<file path="config.mk">
export PLATFORM = sky130hd
export DESIGN_NAME = lifo_stack_allocator
export DESIGN_NICKNAME = d
export VERILOG_FILES = /design/src/hw/rtl/lsa_pkg.sv /design/src/hw/rtl/lsa_hdr_mem.sv /design/src/hw/rtl/lsa_core.sv /design/src/hw/rtl/lifo_stack_allocator.sv
export SDC_FILE = /design/constraint.sdc
export NUM_CORES = 2
export LEC_CHECK = 0
export BUFFER_PORTS_ARGS = -buffer_cell sky130_fd_sc_hd__buf_2
export CAP_MARGIN = 20
export CORE_MARGIN = 1.5
export CORE_UTILIZATION = 30
export CTS_BUF_LIST = sky130_fd_sc_hd__clkbuf_2
export CTS_CLUSTER_DIAMETER = 150
export DETAILED_ROUTE_END_ITERATION = 6
export GPL_TIMING_DRIVEN = 0
export MAX_ROUTING_LAYER = met4
export PLACE_DENSITY_LB_ADDON = 0.2
export SYNTH_ARGS = -nofsm -noshare
export SYNTH_HDL_FRONTEND = slang
export SYNTH_SLANG_ARGS = --single-unit
</file>
<file path="constraint.sdc">
create_clock -name clock -period 13.1 [get_ports clock]
set_input_delay 0.655 -clock clock [delete_from_list [all_inputs] [get_ports clock]]
set_output_delay 0.655 -clock clock [all_outputs]
set_load 0.01 [all_outputs]
</file>
<file path="src/hw/rtl/lsa_pkg.sv">
package lsa_pkg;

   localparam int BUFFER_BYTES_DEF = 65536;
   localparam int MAX_LIVE_DEF     = 64;
   localparam int HEADER_BYTES_DEF = 16;

   localparam int OFF_W   = 17;
   localparam int BASE_W  = 7;
   localparam int PAD_W   = 8;
   localparam int DATA_W  = 16;
   localparam int ALIGN_W = 4;
   localparam int HDR_W   = OFF_W + PAD_W;

   localparam logic [2:0] ALIGN_CAP_LOG2 = 3'd7;

   localparam logic [1:0] OP_ALLOC    = 2'd0;
   localparam logic [1:0] OP_FREE     = 2'd1;
   localparam logic [1:0] OP_FREE_ALL = 2'd2;

   localparam logic [1:0] ST_OK     = 2'd0;
   localparam logic [1:0] ST_SPACE  = 2'd1;
   localparam logic [1:0] ST_BOUNDS = 2'd2;
   localparam logic [1:0] ST_ORDER  = 2'd3;

   localparam logic CSR_BUFFER_LENGTH = 1'b0;
   localparam logic CSR_BASE_ADDR_LOW = 1'b1;

   typedef struct packed {
      logic [1:0]         operation;
      logic [OFF_W-1:0]   request_size;
      logic [ALIGN_W-1:0] align_log2;
      logic               block_present;
      logic [DATA_W-1:0]  block_offset;
   } req_type;

   typedef struct packed {
      logic [1:0]        status;
      logic [DATA_W-1:0] data_offset;
      logic [PAD_W-1:0]  padding_used;
   } rsp_type;

endpackage

</file>
<file path="src/hw/rtl/lsa_hdr_mem.sv">
module lsa_hdr_mem #(
   parameter int DEPTH = lsa_pkg::MAX_LIVE_DEF,
   parameter int AW    = (DEPTH > 1) ? $clog2(DEPTH) : 1
) (
   input  logic                     clock,
   input  logic                     rd_en,
   input  logic [AW-1:0]            rd_addr,
   output logic [lsa_pkg::HDR_W-1:0] rd_data,
   input  logic                     wr_en,
   input  logic [AW-1:0]            wr_addr,
   input  logic [lsa_pkg::HDR_W-1:0] wr_data
);

   logic [lsa_pkg::HDR_W-1:0] mem_ff [DEPTH];
   logic [lsa_pkg::HDR_W-1:0] rd_data_ff;

   always_ff @(posedge clock) begin
      if (wr_en) begin
         mem_ff[wr_addr] <= wr_data;
      end
      if (rd_en) begin
         rd_data_ff <= mem_ff[rd_addr];
      end
   end

   assign rd_data = rd_data_ff;

endmodule

</file>
<file path="src/hw/rtl/lsa_core.sv">
module lsa_core #(
   parameter int BUFFER_BYTES = lsa_pkg::BUFFER_BYTES_DEF,
   parameter int MAX_LIVE     = lsa_pkg::MAX_LIVE_DEF,
   parameter int HEADER_BYTES = lsa_pkg::HEADER_BYTES_DEF,
   parameter int AW           = (MAX_LIVE > 1) ? $clog2(MAX_LIVE) : 1
) (
   input  logic                      clock,
   input  logic                      reset,
   input  logic                      start,
   output logic                      busy,
   input  lsa_pkg::req_type          req_payload,
   output logic                      rsp_strobe,
   output lsa_pkg::rsp_type          rsp_payload,
   input  logic                      csr_we,
   input  logic                      csr_index,
   input  logic [lsa_pkg::OFF_W-1:0] csr_wdata,
   output logic                      hdr_rd_en,
   output logic [AW-1:0]             hdr_rd_addr,
   input  logic [lsa_pkg::HDR_W-1:0] hdr_rd_data,
   output logic                      hdr_wr_en,
   output logic [AW-1:0]             hdr_wr_addr,
   output logic [lsa_pkg::HDR_W-1:0] hdr_wr_data
);

   localparam int CW = $clog2(MAX_LIVE + 1);

   typedef enum logic {
      IDLE,
      EXEC
   } state_type;

   state_type                    state_ff, state_in;
   lsa_pkg::req_type             req_ff, req_in;
   logic [lsa_pkg::PAD_W-1:0]    pad_ff, pad_in;
   logic [lsa_pkg::OFF_W-1:0]    cur_ff, cur_in;
   logic [lsa_pkg::OFF_W-1:0]    prev_ff, prev_in;
   logic [CW-1:0]                live_ff, live_in;
   logic [lsa_pkg::OFF_W-1:0]    buf_len_ff, buf_len_in;
   logic [lsa_pkg::BASE_W-1:0]   base_ff, base_in;
   lsa_pkg::rsp_type             rsp_ff, rsp_in;
   logic                         rsp_strobe_ff, rsp_strobe_in;

   logic                         accept;
   logic [CW-1:0]                live_dec;

   // padding, computed at accept from the offset left by the previous transaction
   logic [2:0]                   sh;
   logic [8:0]                   align_bytes;
   logic [lsa_pkg::BASE_W-1:0]   addr_low;
   logic [8:0]                   mis;
   logic [8:0]                   pad_base;
   logic [8:0]                   pad_need;
   logic [8:0]                   pad_full;

   // evaluation
   logic [lsa_pkg::OFF_W-1:0]    eff_len;
   logic [lsa_pkg::OFF_W:0]      start_off;
   logic [lsa_pkg::OFF_W+1:0]    end_off;
   logic                         alloc_fail;
   logic [lsa_pkg::OFF_W-1:0]    blk;
   logic [lsa_pkg::PAD_W-1:0]    hdr_pad;
   logic [lsa_pkg::OFF_W-1:0]    hdr_prev;
   logic [lsa_pkg::OFF_W-1:0]    blk_base;

   assign accept   = start && (state_ff == IDLE);
   assign live_dec = live_ff - CW'(1);

   always_comb begin
      sh          = (req_payload.align_log2 > {1'b0, lsa_pkg::ALIGN_CAP_LOG2}) ?
                    lsa_pkg::ALIGN_CAP_LOG2 : req_payload.align_log2[2:0];
      align_bytes = 9'd1 << sh;
      addr_low    = base_ff + cur_ff[lsa_pkg::BASE_W-1:0];
      mis         = {2'b00, addr_low} & (align_bytes - 9'd1);
      pad_base    = (mis != 9'd0) ? (align_bytes - mis) : 9'd0;
      pad_need    = 9'(HEADER_BYTES) - pad_base + align_bytes - 9'd1;
      pad_need    = (pad_need >> sh) << sh;
      pad_full    = (pad_base < 9'(HEADER_BYTES)) ? (pad_base + pad_need) : pad_base;
   end

   always_comb begin
      eff_len    = (32'(buf_len_ff) > 32'(BUFFER_BYTES)) ?
                   lsa_pkg::OFF_W'(BUFFER_BYTES) : buf_len_ff;
      start_off  = {1'b0, cur_ff} + (lsa_pkg::OFF_W+1)'(pad_ff);
      end_off    = {1'b0, start_off} + (lsa_pkg::OFF_W+2)'(req_ff.request_size);
      alloc_fail = (live_ff >= CW'(MAX_LIVE)) ||
                   (end_off > (lsa_pkg::OFF_W+2)'(eff_len)) ||
                   (start_off > (lsa_pkg::OFF_W+1)'(17'hFFFF));
      blk        = {1'b0, req_ff.block_offset};
      hdr_pad    = hdr_rd_data[lsa_pkg::PAD_W-1:0];
      hdr_prev   = hdr_rd_data[lsa_pkg::HDR_W-1:lsa_pkg::PAD_W];
      blk_base   = blk - lsa_pkg::OFF_W'(hdr_pad);
   end

   always_comb begin
      state_in      = state_ff;
      req_in        = req_ff;
      pad_in        = pad_ff;
      cur_in        = cur_ff;
      prev_in       = prev_ff;
      live_in       = live_ff;
      buf_len_in    = buf_len_ff;
      base_in       = base_ff;
      rsp_in        = rsp_ff;
      rsp_strobe_in = 1'b0;
      hdr_wr_en     = 1'b0;

      if (csr_we) begin
         unique case (csr_index)
            lsa_pkg::CSR_BUFFER_LENGTH: buf_len_in = csr_wdata;
            lsa_pkg::CSR_BASE_ADDR_LOW: base_in    = csr_wdata[lsa_pkg::BASE_W-1:0];
            default: ;
         endcase
      end

      unique case (state_ff)
         IDLE: begin
            if (accept) begin
               req_in   = req_payload;
               pad_in   = pad_full[lsa_pkg::PAD_W-1:0];
               state_in = EXEC;
            end
         end
         EXEC: begin
            state_in            = IDLE;
            rsp_strobe_in       = 1'b1;
            rsp_in.status       = lsa_pkg::ST_OK;
            rsp_in.data_offset  = '0;
            rsp_in.padding_used = '0;
            case (req_ff.operation)
               lsa_pkg::OP_ALLOC: begin
                  if (alloc_fail) begin
                     rsp_in.status = lsa_pkg::ST_SPACE;
                  end else begin
                     hdr_wr_en           = 1'b1;
                     live_in             = live_ff + CW'(1);
                     prev_in             = cur_ff;
                     cur_in              = end_off[lsa_pkg::OFF_W-1:0];
                     rsp_in.data_offset  = start_off[lsa_pkg::DATA_W-1:0];
                     rsp_in.padding_used = pad_ff;
                  end
               end
               lsa_pkg::OP_FREE: begin
                  if (req_ff.block_present) begin
                     if (blk >= eff_len) begin
                        rsp_in.status = lsa_pkg::ST_BOUNDS;
                     end else if (live_ff == '0) begin
                        rsp_in.status = lsa_pkg::ST_ORDER;
                     end else if ((blk < lsa_pkg::OFF_W'(hdr_pad)) || (blk_base != prev_ff)) begin
                        rsp_in.status = lsa_pkg::ST_ORDER;
                     end else begin
                        cur_in  = prev_ff;
                        prev_in = hdr_prev;
                        live_in = live_dec;
                     end
                  end
               end
               lsa_pkg::OP_FREE_ALL: begin
                  cur_in  = '0;
                  prev_in = '0;
                  live_in = '0;
               end
               default: ;
            endcase
         end
         default: state_in = IDLE;
      endcase
   end

   // top header is read at accept; the last write has already landed in the RAM by then
   assign hdr_rd_en   = accept;
   assign hdr_rd_addr = live_dec[AW-1:0];
   assign hdr_wr_addr = live_ff[AW-1:0];
   assign hdr_wr_data = {prev_ff, pad_ff};

   always_ff @(posedge clock) begin
      if (reset) begin
         state_ff      <= IDLE;
         cur_ff        <= '0;
         prev_ff       <= '0;
         live_ff       <= '0;
         buf_len_ff    <= '0;
         base_ff       <= '0;
         rsp_strobe_ff <= 1'b0;
      end else begin
         state_ff      <= state_in;
         cur_ff        <= cur_in;
         prev_ff       <= prev_in;
         live_ff       <= live_in;
         buf_len_ff    <= buf_len_in;
         base_ff       <= base_in;
         rsp_strobe_ff <= rsp_strobe_in;
      end
      req_ff <= req_in;
      pad_ff <= pad_in;
      rsp_ff <= rsp_in;
   end

   assign busy        = (state_ff == EXEC);
   assign rsp_strobe  = rsp_strobe_ff;
   assign rsp_payload = rsp_ff;

   a_accept_busy: assert property (@(posedge clock) disable iff (reset)
      (start && !busy) |=> busy)
      else $error("accepted transaction did not raise busy");

   a_single_exec: assert property (@(posedge clock) disable iff (reset)
      busy |=> (!busy && rsp_strobe))
      else $error("evaluation did not finish in one cycle");

   a_strobe_src: assert property (@(posedge clock) disable iff (reset)
      rsp_strobe |-> $past(busy))
      else $error("response without a transaction");

   a_live_bound: assert property (@(posedge clock) disable iff (reset)
      live_ff <= CW'(MAX_LIVE))
      else $error("live count above header stack depth");

   a_pad_ok: assert property (@(posedge clock) disable iff (reset)
      (rsp_strobe && (rsp_payload.padding_used != '0)) |->
         (rsp_payload.status == lsa_pkg::ST_OK &&
          rsp_payload.data_offset >= lsa_pkg::DATA_W'(rsp_payload.padding_used)))
      else $error("padding reported on a failed or misplaced allocation");

endmodule

</file>
<file path="src/hw/rtl/lifo_stack_allocator.sv">
// LIFO stack allocator with alignment header. For each transaction (allocate,
// free, free all) start is taken when busy is low, busy is high for one cycle
// while the top header comes out of the header-stack RAM and the result is
// evaluated and written back, and rsp_strobe marks the result for one cycle
// right after, in the same cycle a new start can be taken. With one RAM
// read-modify-write per transaction, no new start is taken while busy. The
// receiver cannot stall: rsp_strobe marks a result for that single cycle only;
// rsp_payload holds it until the next result. The header RAM needs no clearing
// after reset; entries above the live count are never used. Configuration
// writes on the csr port take effect at once and are meant for idle periods.
module lifo_stack_allocator #(
   parameter int BUFFER_BYTES = lsa_pkg::BUFFER_BYTES_DEF,
   parameter int MAX_LIVE     = lsa_pkg::MAX_LIVE_DEF,
   parameter int HEADER_BYTES = lsa_pkg::HEADER_BYTES_DEF
) (
   input  logic                      clock,
   input  logic                      reset,
   input  logic                      start,
   output logic                      busy,
   input  lsa_pkg::req_type          req_payload,
   output logic                      rsp_strobe,
   output lsa_pkg::rsp_type          rsp_payload,
   input  logic                      csr_we,
   input  logic                      csr_index,
   input  logic [lsa_pkg::OFF_W-1:0] csr_wdata
);

   localparam int AW = (MAX_LIVE > 1) ? $clog2(MAX_LIVE) : 1;

   logic                      hdr_rd_en;
   logic [AW-1:0]             hdr_rd_addr;
   logic [lsa_pkg::HDR_W-1:0] hdr_rd_data;
   logic                      hdr_wr_en;
   logic [AW-1:0]             hdr_wr_addr;
   logic [lsa_pkg::HDR_W-1:0] hdr_wr_data;

   lsa_core #(
      .BUFFER_BYTES (BUFFER_BYTES),
      .MAX_LIVE     (MAX_LIVE),
      .HEADER_BYTES (HEADER_BYTES),
      .AW           (AW)
   ) u_core (
      .clock       (clock),
      .reset       (reset),
      .start       (start),
      .busy        (busy),
      .req_payload (req_payload),
      .rsp_strobe  (rsp_strobe),
      .rsp_payload (rsp_payload),
      .csr_we      (csr_we),
      .csr_index   (csr_index),
      .csr_wdata   (csr_wdata),
      .hdr_rd_en   (hdr_rd_en),
      .hdr_rd_addr (hdr_rd_addr),
      .hdr_rd_data (hdr_rd_data),
      .hdr_wr_en   (hdr_wr_en),
      .hdr_wr_addr (hdr_wr_addr),
      .hdr_wr_data (hdr_wr_data)
   );

   lsa_hdr_mem #(
      .DEPTH (MAX_LIVE),
      .AW    (AW)
   ) u_hdr_mem (
      .clock   (clock),
      .rd_en   (hdr_rd_en),
      .rd_addr (hdr_rd_addr),
      .rd_data (hdr_rd_data),
      .wr_en   (hdr_wr_en),
      .wr_addr (hdr_wr_addr),
      .wr_data (hdr_wr_data)
   );

endmodule
</file>
==> results by group <==
Outcome
  • Status: completed

Logic synthesis
  • Cell taking the most area after synthesis: edfxtp_1
  • FFs w/ async S/R, synth: 0
  • Synthesized area: ~70,000 µm²
  • Synth cell types: a little over 80
  • Ys flop type: edfxtp_1
  • Syn Inst Count: roughly 3,500
  • Yosys warnings: 0
  • Syn_nets: around 3,700
  • Post-Syn Area per Cell: ~20 µm²
  • Synth top cells by count: 1,695 x edfxtp_1, 525 x mux4_2, 152 x nor2_1
  • Top cells by area, synth: edfxtp_1 71%, mux4_2 17%, dfxtp_1 1.9%
  • Register area share after synthesis: 0.731
  • Top-count cell post-synth: edfxtp_1
  • Number of synthesized register bits: approximately 1,800
  • Post-synth top area share: 0.712
  • Post-synth EDFFs: 1,695

Pwr
  • Static leakage: approximately 27 nW
  • Sw power: 3.40 mW
  • Logic pwr share: 0.152
  • Worst vdd ir: 76.6 µV
  • Reg power frac: 0.543
  • Power density cells: roughly 140 nW/µm²
  • Switching share of power: 0.286
  • Clk network pwr share: 0.305
  • Internal Pwr Total: around 8.5 mW

Critical path
  • Highest net fanout along the worst path: 13
  • Setup CP Type: flip-flop to flip-flop
  • Nature of the critical path endpoint: flip-flop
  • CP required: 14,610 ps
  • Slowest-stage cell, CP: edfxtp_1
  • Worst path bufs/invs: 2
  • Crit path DAT: 11,160 ps
  • Most Frequent Cell on Critical Path: ha_1
  • Crit start category: flip-flop
  • Max incr delay on CP: between 900 and 1000 ps
  • Crit path max-delay family: simple AND/OR/NAND/NOR gates

Placed design
  • GP Congestion: about 0.82
  • Placed Cells: just under 7,000
  • Post-DP HPWL: roughly 140 mm
  • IO buf count: 87

Clock network
  • Bufs on Longest Clock Path: 4
  • # H-tree levels: 5
  • CTS tree: done
  • Clk_lat worst skew: roughly 2000 ps
  • CTS Buf Count: 468
  • TritonCTS sink count: 1,762
  • Root buffer cell: clkbuf_2
  • Clock Pin Slew Worst Setup and Hold Paths: 100 ps
  • # resized after CTS: 0

GRT
  • Total global routing overflow: 0
  • Initial antenna violation count: 11
  • Largest net degree at the start of global routing: 72
  • Vias in the first global route: ~40,000
  • First-pass GRT wire length: slightly below 300 mm
  • GRT Util Overall: 0.176

Detailed routing
  • Drt first pass iters: 5
  • WL final: a little over 200 mm
  • Post-route DRC: 0
  • Detail-routed via count per cell: a little under 5
  • DR iter-0 viols: around 3,600
  • Final ANT Viol Nets: 0
  • Avg WL per Cell: between 20 and 30 µm
  • Vias after detailed routing: just under 40,000

Timing
  • Slew Viols, Final: 0
  • Tmin final: slightly below 10,000 ps
  • Setup Skew: between 300 and 400 ps
  • Final hold vios: 0
  • RSZ-0062 raised after global routing: false
  • Setup_tns: 0 ps
  • Endpoints failing setup: 0
  • Final Cycle Share: 0.737
  • Slew Limit Headroom: 0.178
  • Slew @ Worst Pin: 1230 ps
  • Max Freq: roughly 100 MHz

Floorplanning
  • Die area: ~240,000 µm²
  • Rows: roughly 180
  • Placeable Area: 237,000 µm²
  • I/O pin cnt: 90
  • Die width: 491 µm
  • Initial Util: 0.301
  • DIE HEIGHT: approximately 490 µm

Min path
  • Tightest Hold Check Type: input port to flip-flop

Layout
  • Layout cells sized above 1: 0.336
  • Non-filler cells, final: between 7,000 and 8,000
  • Area growth syn-to-layout: 18.2%
  • Fill count: roughly 22,000
  • FF/Latch Area: between 50,000 and 60,000 µm²
  • Area of the multi-input gates: roughly 19,000 µm²
  • Post-layout nets: roughly 4,500

Job
  • Max-cap violations: 0
## placed cells by master (no fill, tap or decap), types with 35 or more instances in the layout
master	instances
a21oi_1	125
buf_2	95
inv_1	62
buf_16	57
o21ai_0	35
dfxtp_1	49
nand3_1	41
nor2_1	88
xnor2_1	46
ha_1	101
mux4_2	525
clkbuf_1	127
nor2_4	64
dlygate4sd3_1	175
edfxtp_1	1695
clkinv_1	57
nand2_1	108
a211oi_1	45
clkbuf_2	696
## per-layer routing
| metal | share of wire | GRT usage | vias to the layer above | routed length (µm) |
|---|---|---|---|---|
| li1 | - | - | 16600 | - |
| met1 | 0.44 | 0.236 | 20500 | 91700 |
| met2 | 0.48 | 0.272 | 1410 | 98900 |
| met3 | 0.059 | 0.0331 | 348 | 12400 |
| met4 | 0.024 | 0.0516 | 0 | 5020 |
| met5 | 0 | - | - | 0 |
## final timing paths
check	start	to	slack, ps	depth (start not counted)
worst max-delay path	u_core.pad_ff[0]	u_hdr_mem.mem_ff[27][6]	3450	26
worst min-delay path	req_payload[16]	u_core.req_ff[16]	280	3
worst max register to register	u_core.pad_ff[0]	u_hdr_mem.mem_ff[27][6]	3450	26
worst min register to register	u_core.buf_len_ff[5]	u_core.buf_len_ff[5]	500	2
## worst min-delay path: stages
cell,delay [ps]
dlygate4sd3_1,540
buf_2,120
dlygate4sd3_1,580
## sequential cells by signal (all words and copies together), names as in the netlist, 7 cells and up
signal and flops:
u_core.blk 16, u_core.rsp_payload 26, u_core.pad_ff 8, u_core.buf_len_ff 17, u_core.cur_ff 17, u_core.live_ff 7, u_core.base_ff 7, u_hdr_mem.mem_ff 1600
u_hdr_mem.rd_data 25, u_core.req_ff 20, u_core.prev_ff 17
## power by group through the flow
stage | Combinational [mW] | Sequential [mW] | Clock [mW]
2_1_floorplan | 0.928 | 6.60 | 0
3_3_place_gp | 1.45 | 6.79 | 0
3_5_place_dp | 1.78 | 6.59 | 0
4_1_cts | 1.83 | 6.46 | 3.77
5_1_grt | 1.94 | 6.47 | 4.04
6_report | 1.81 | 6.46 | 3.63
## final cells by class
class,count,share of cell area
multi-input combinational,1509,0.223
antenna,21,0.000622
clock inverter,68,0.00385
tap,3167,0.0469
inverter,63,0.00280
sequential,1762,0.619
buffer,174,0.00814
timing repair buffer,372,0.0552
clock buffer,691,0.0409
## what timing repair did
action	4_1_cts	5_1_grt
hold buffers	175	0
setup buffers	0	0
endpoints found under the hold margin	180	0
## kinds of logic after synthesis
group,Yosys count,share of synthesized area
buffers and inverters,237,0.0128
multiplexers,529,0.166
AO/OA/AOI/OAI,342,0.0315
AND/OR/NAND/NOR,459,0.0306
flip-flops,1762,0.731
XOR/XNOR,71,0.00870
adder cells (fa/ha/maj),108,0.0196
## stage by stage
stage | setup WS, ps | total power [mW] | hold WS (ps) | instance area, µm² | utilization
floorplan | 5450 | 7.53 | 441 | 71500 | -
global placement | 811 | 8.24 | 470 | 75900 | 0.320
detailed placement | 3540 | 8.37 | 468 | 78800 | 0.332
CTS | 3580 | 12.1 | 10.9 | 84400 | 0.355
global route | 3040 | 12.5 | 68.6 | 84500 | 0.356
finish | 3450 | 11.9 | 276 | 84500 | 0.356
No activity file was read; power rests on OpenSTA's default activity.
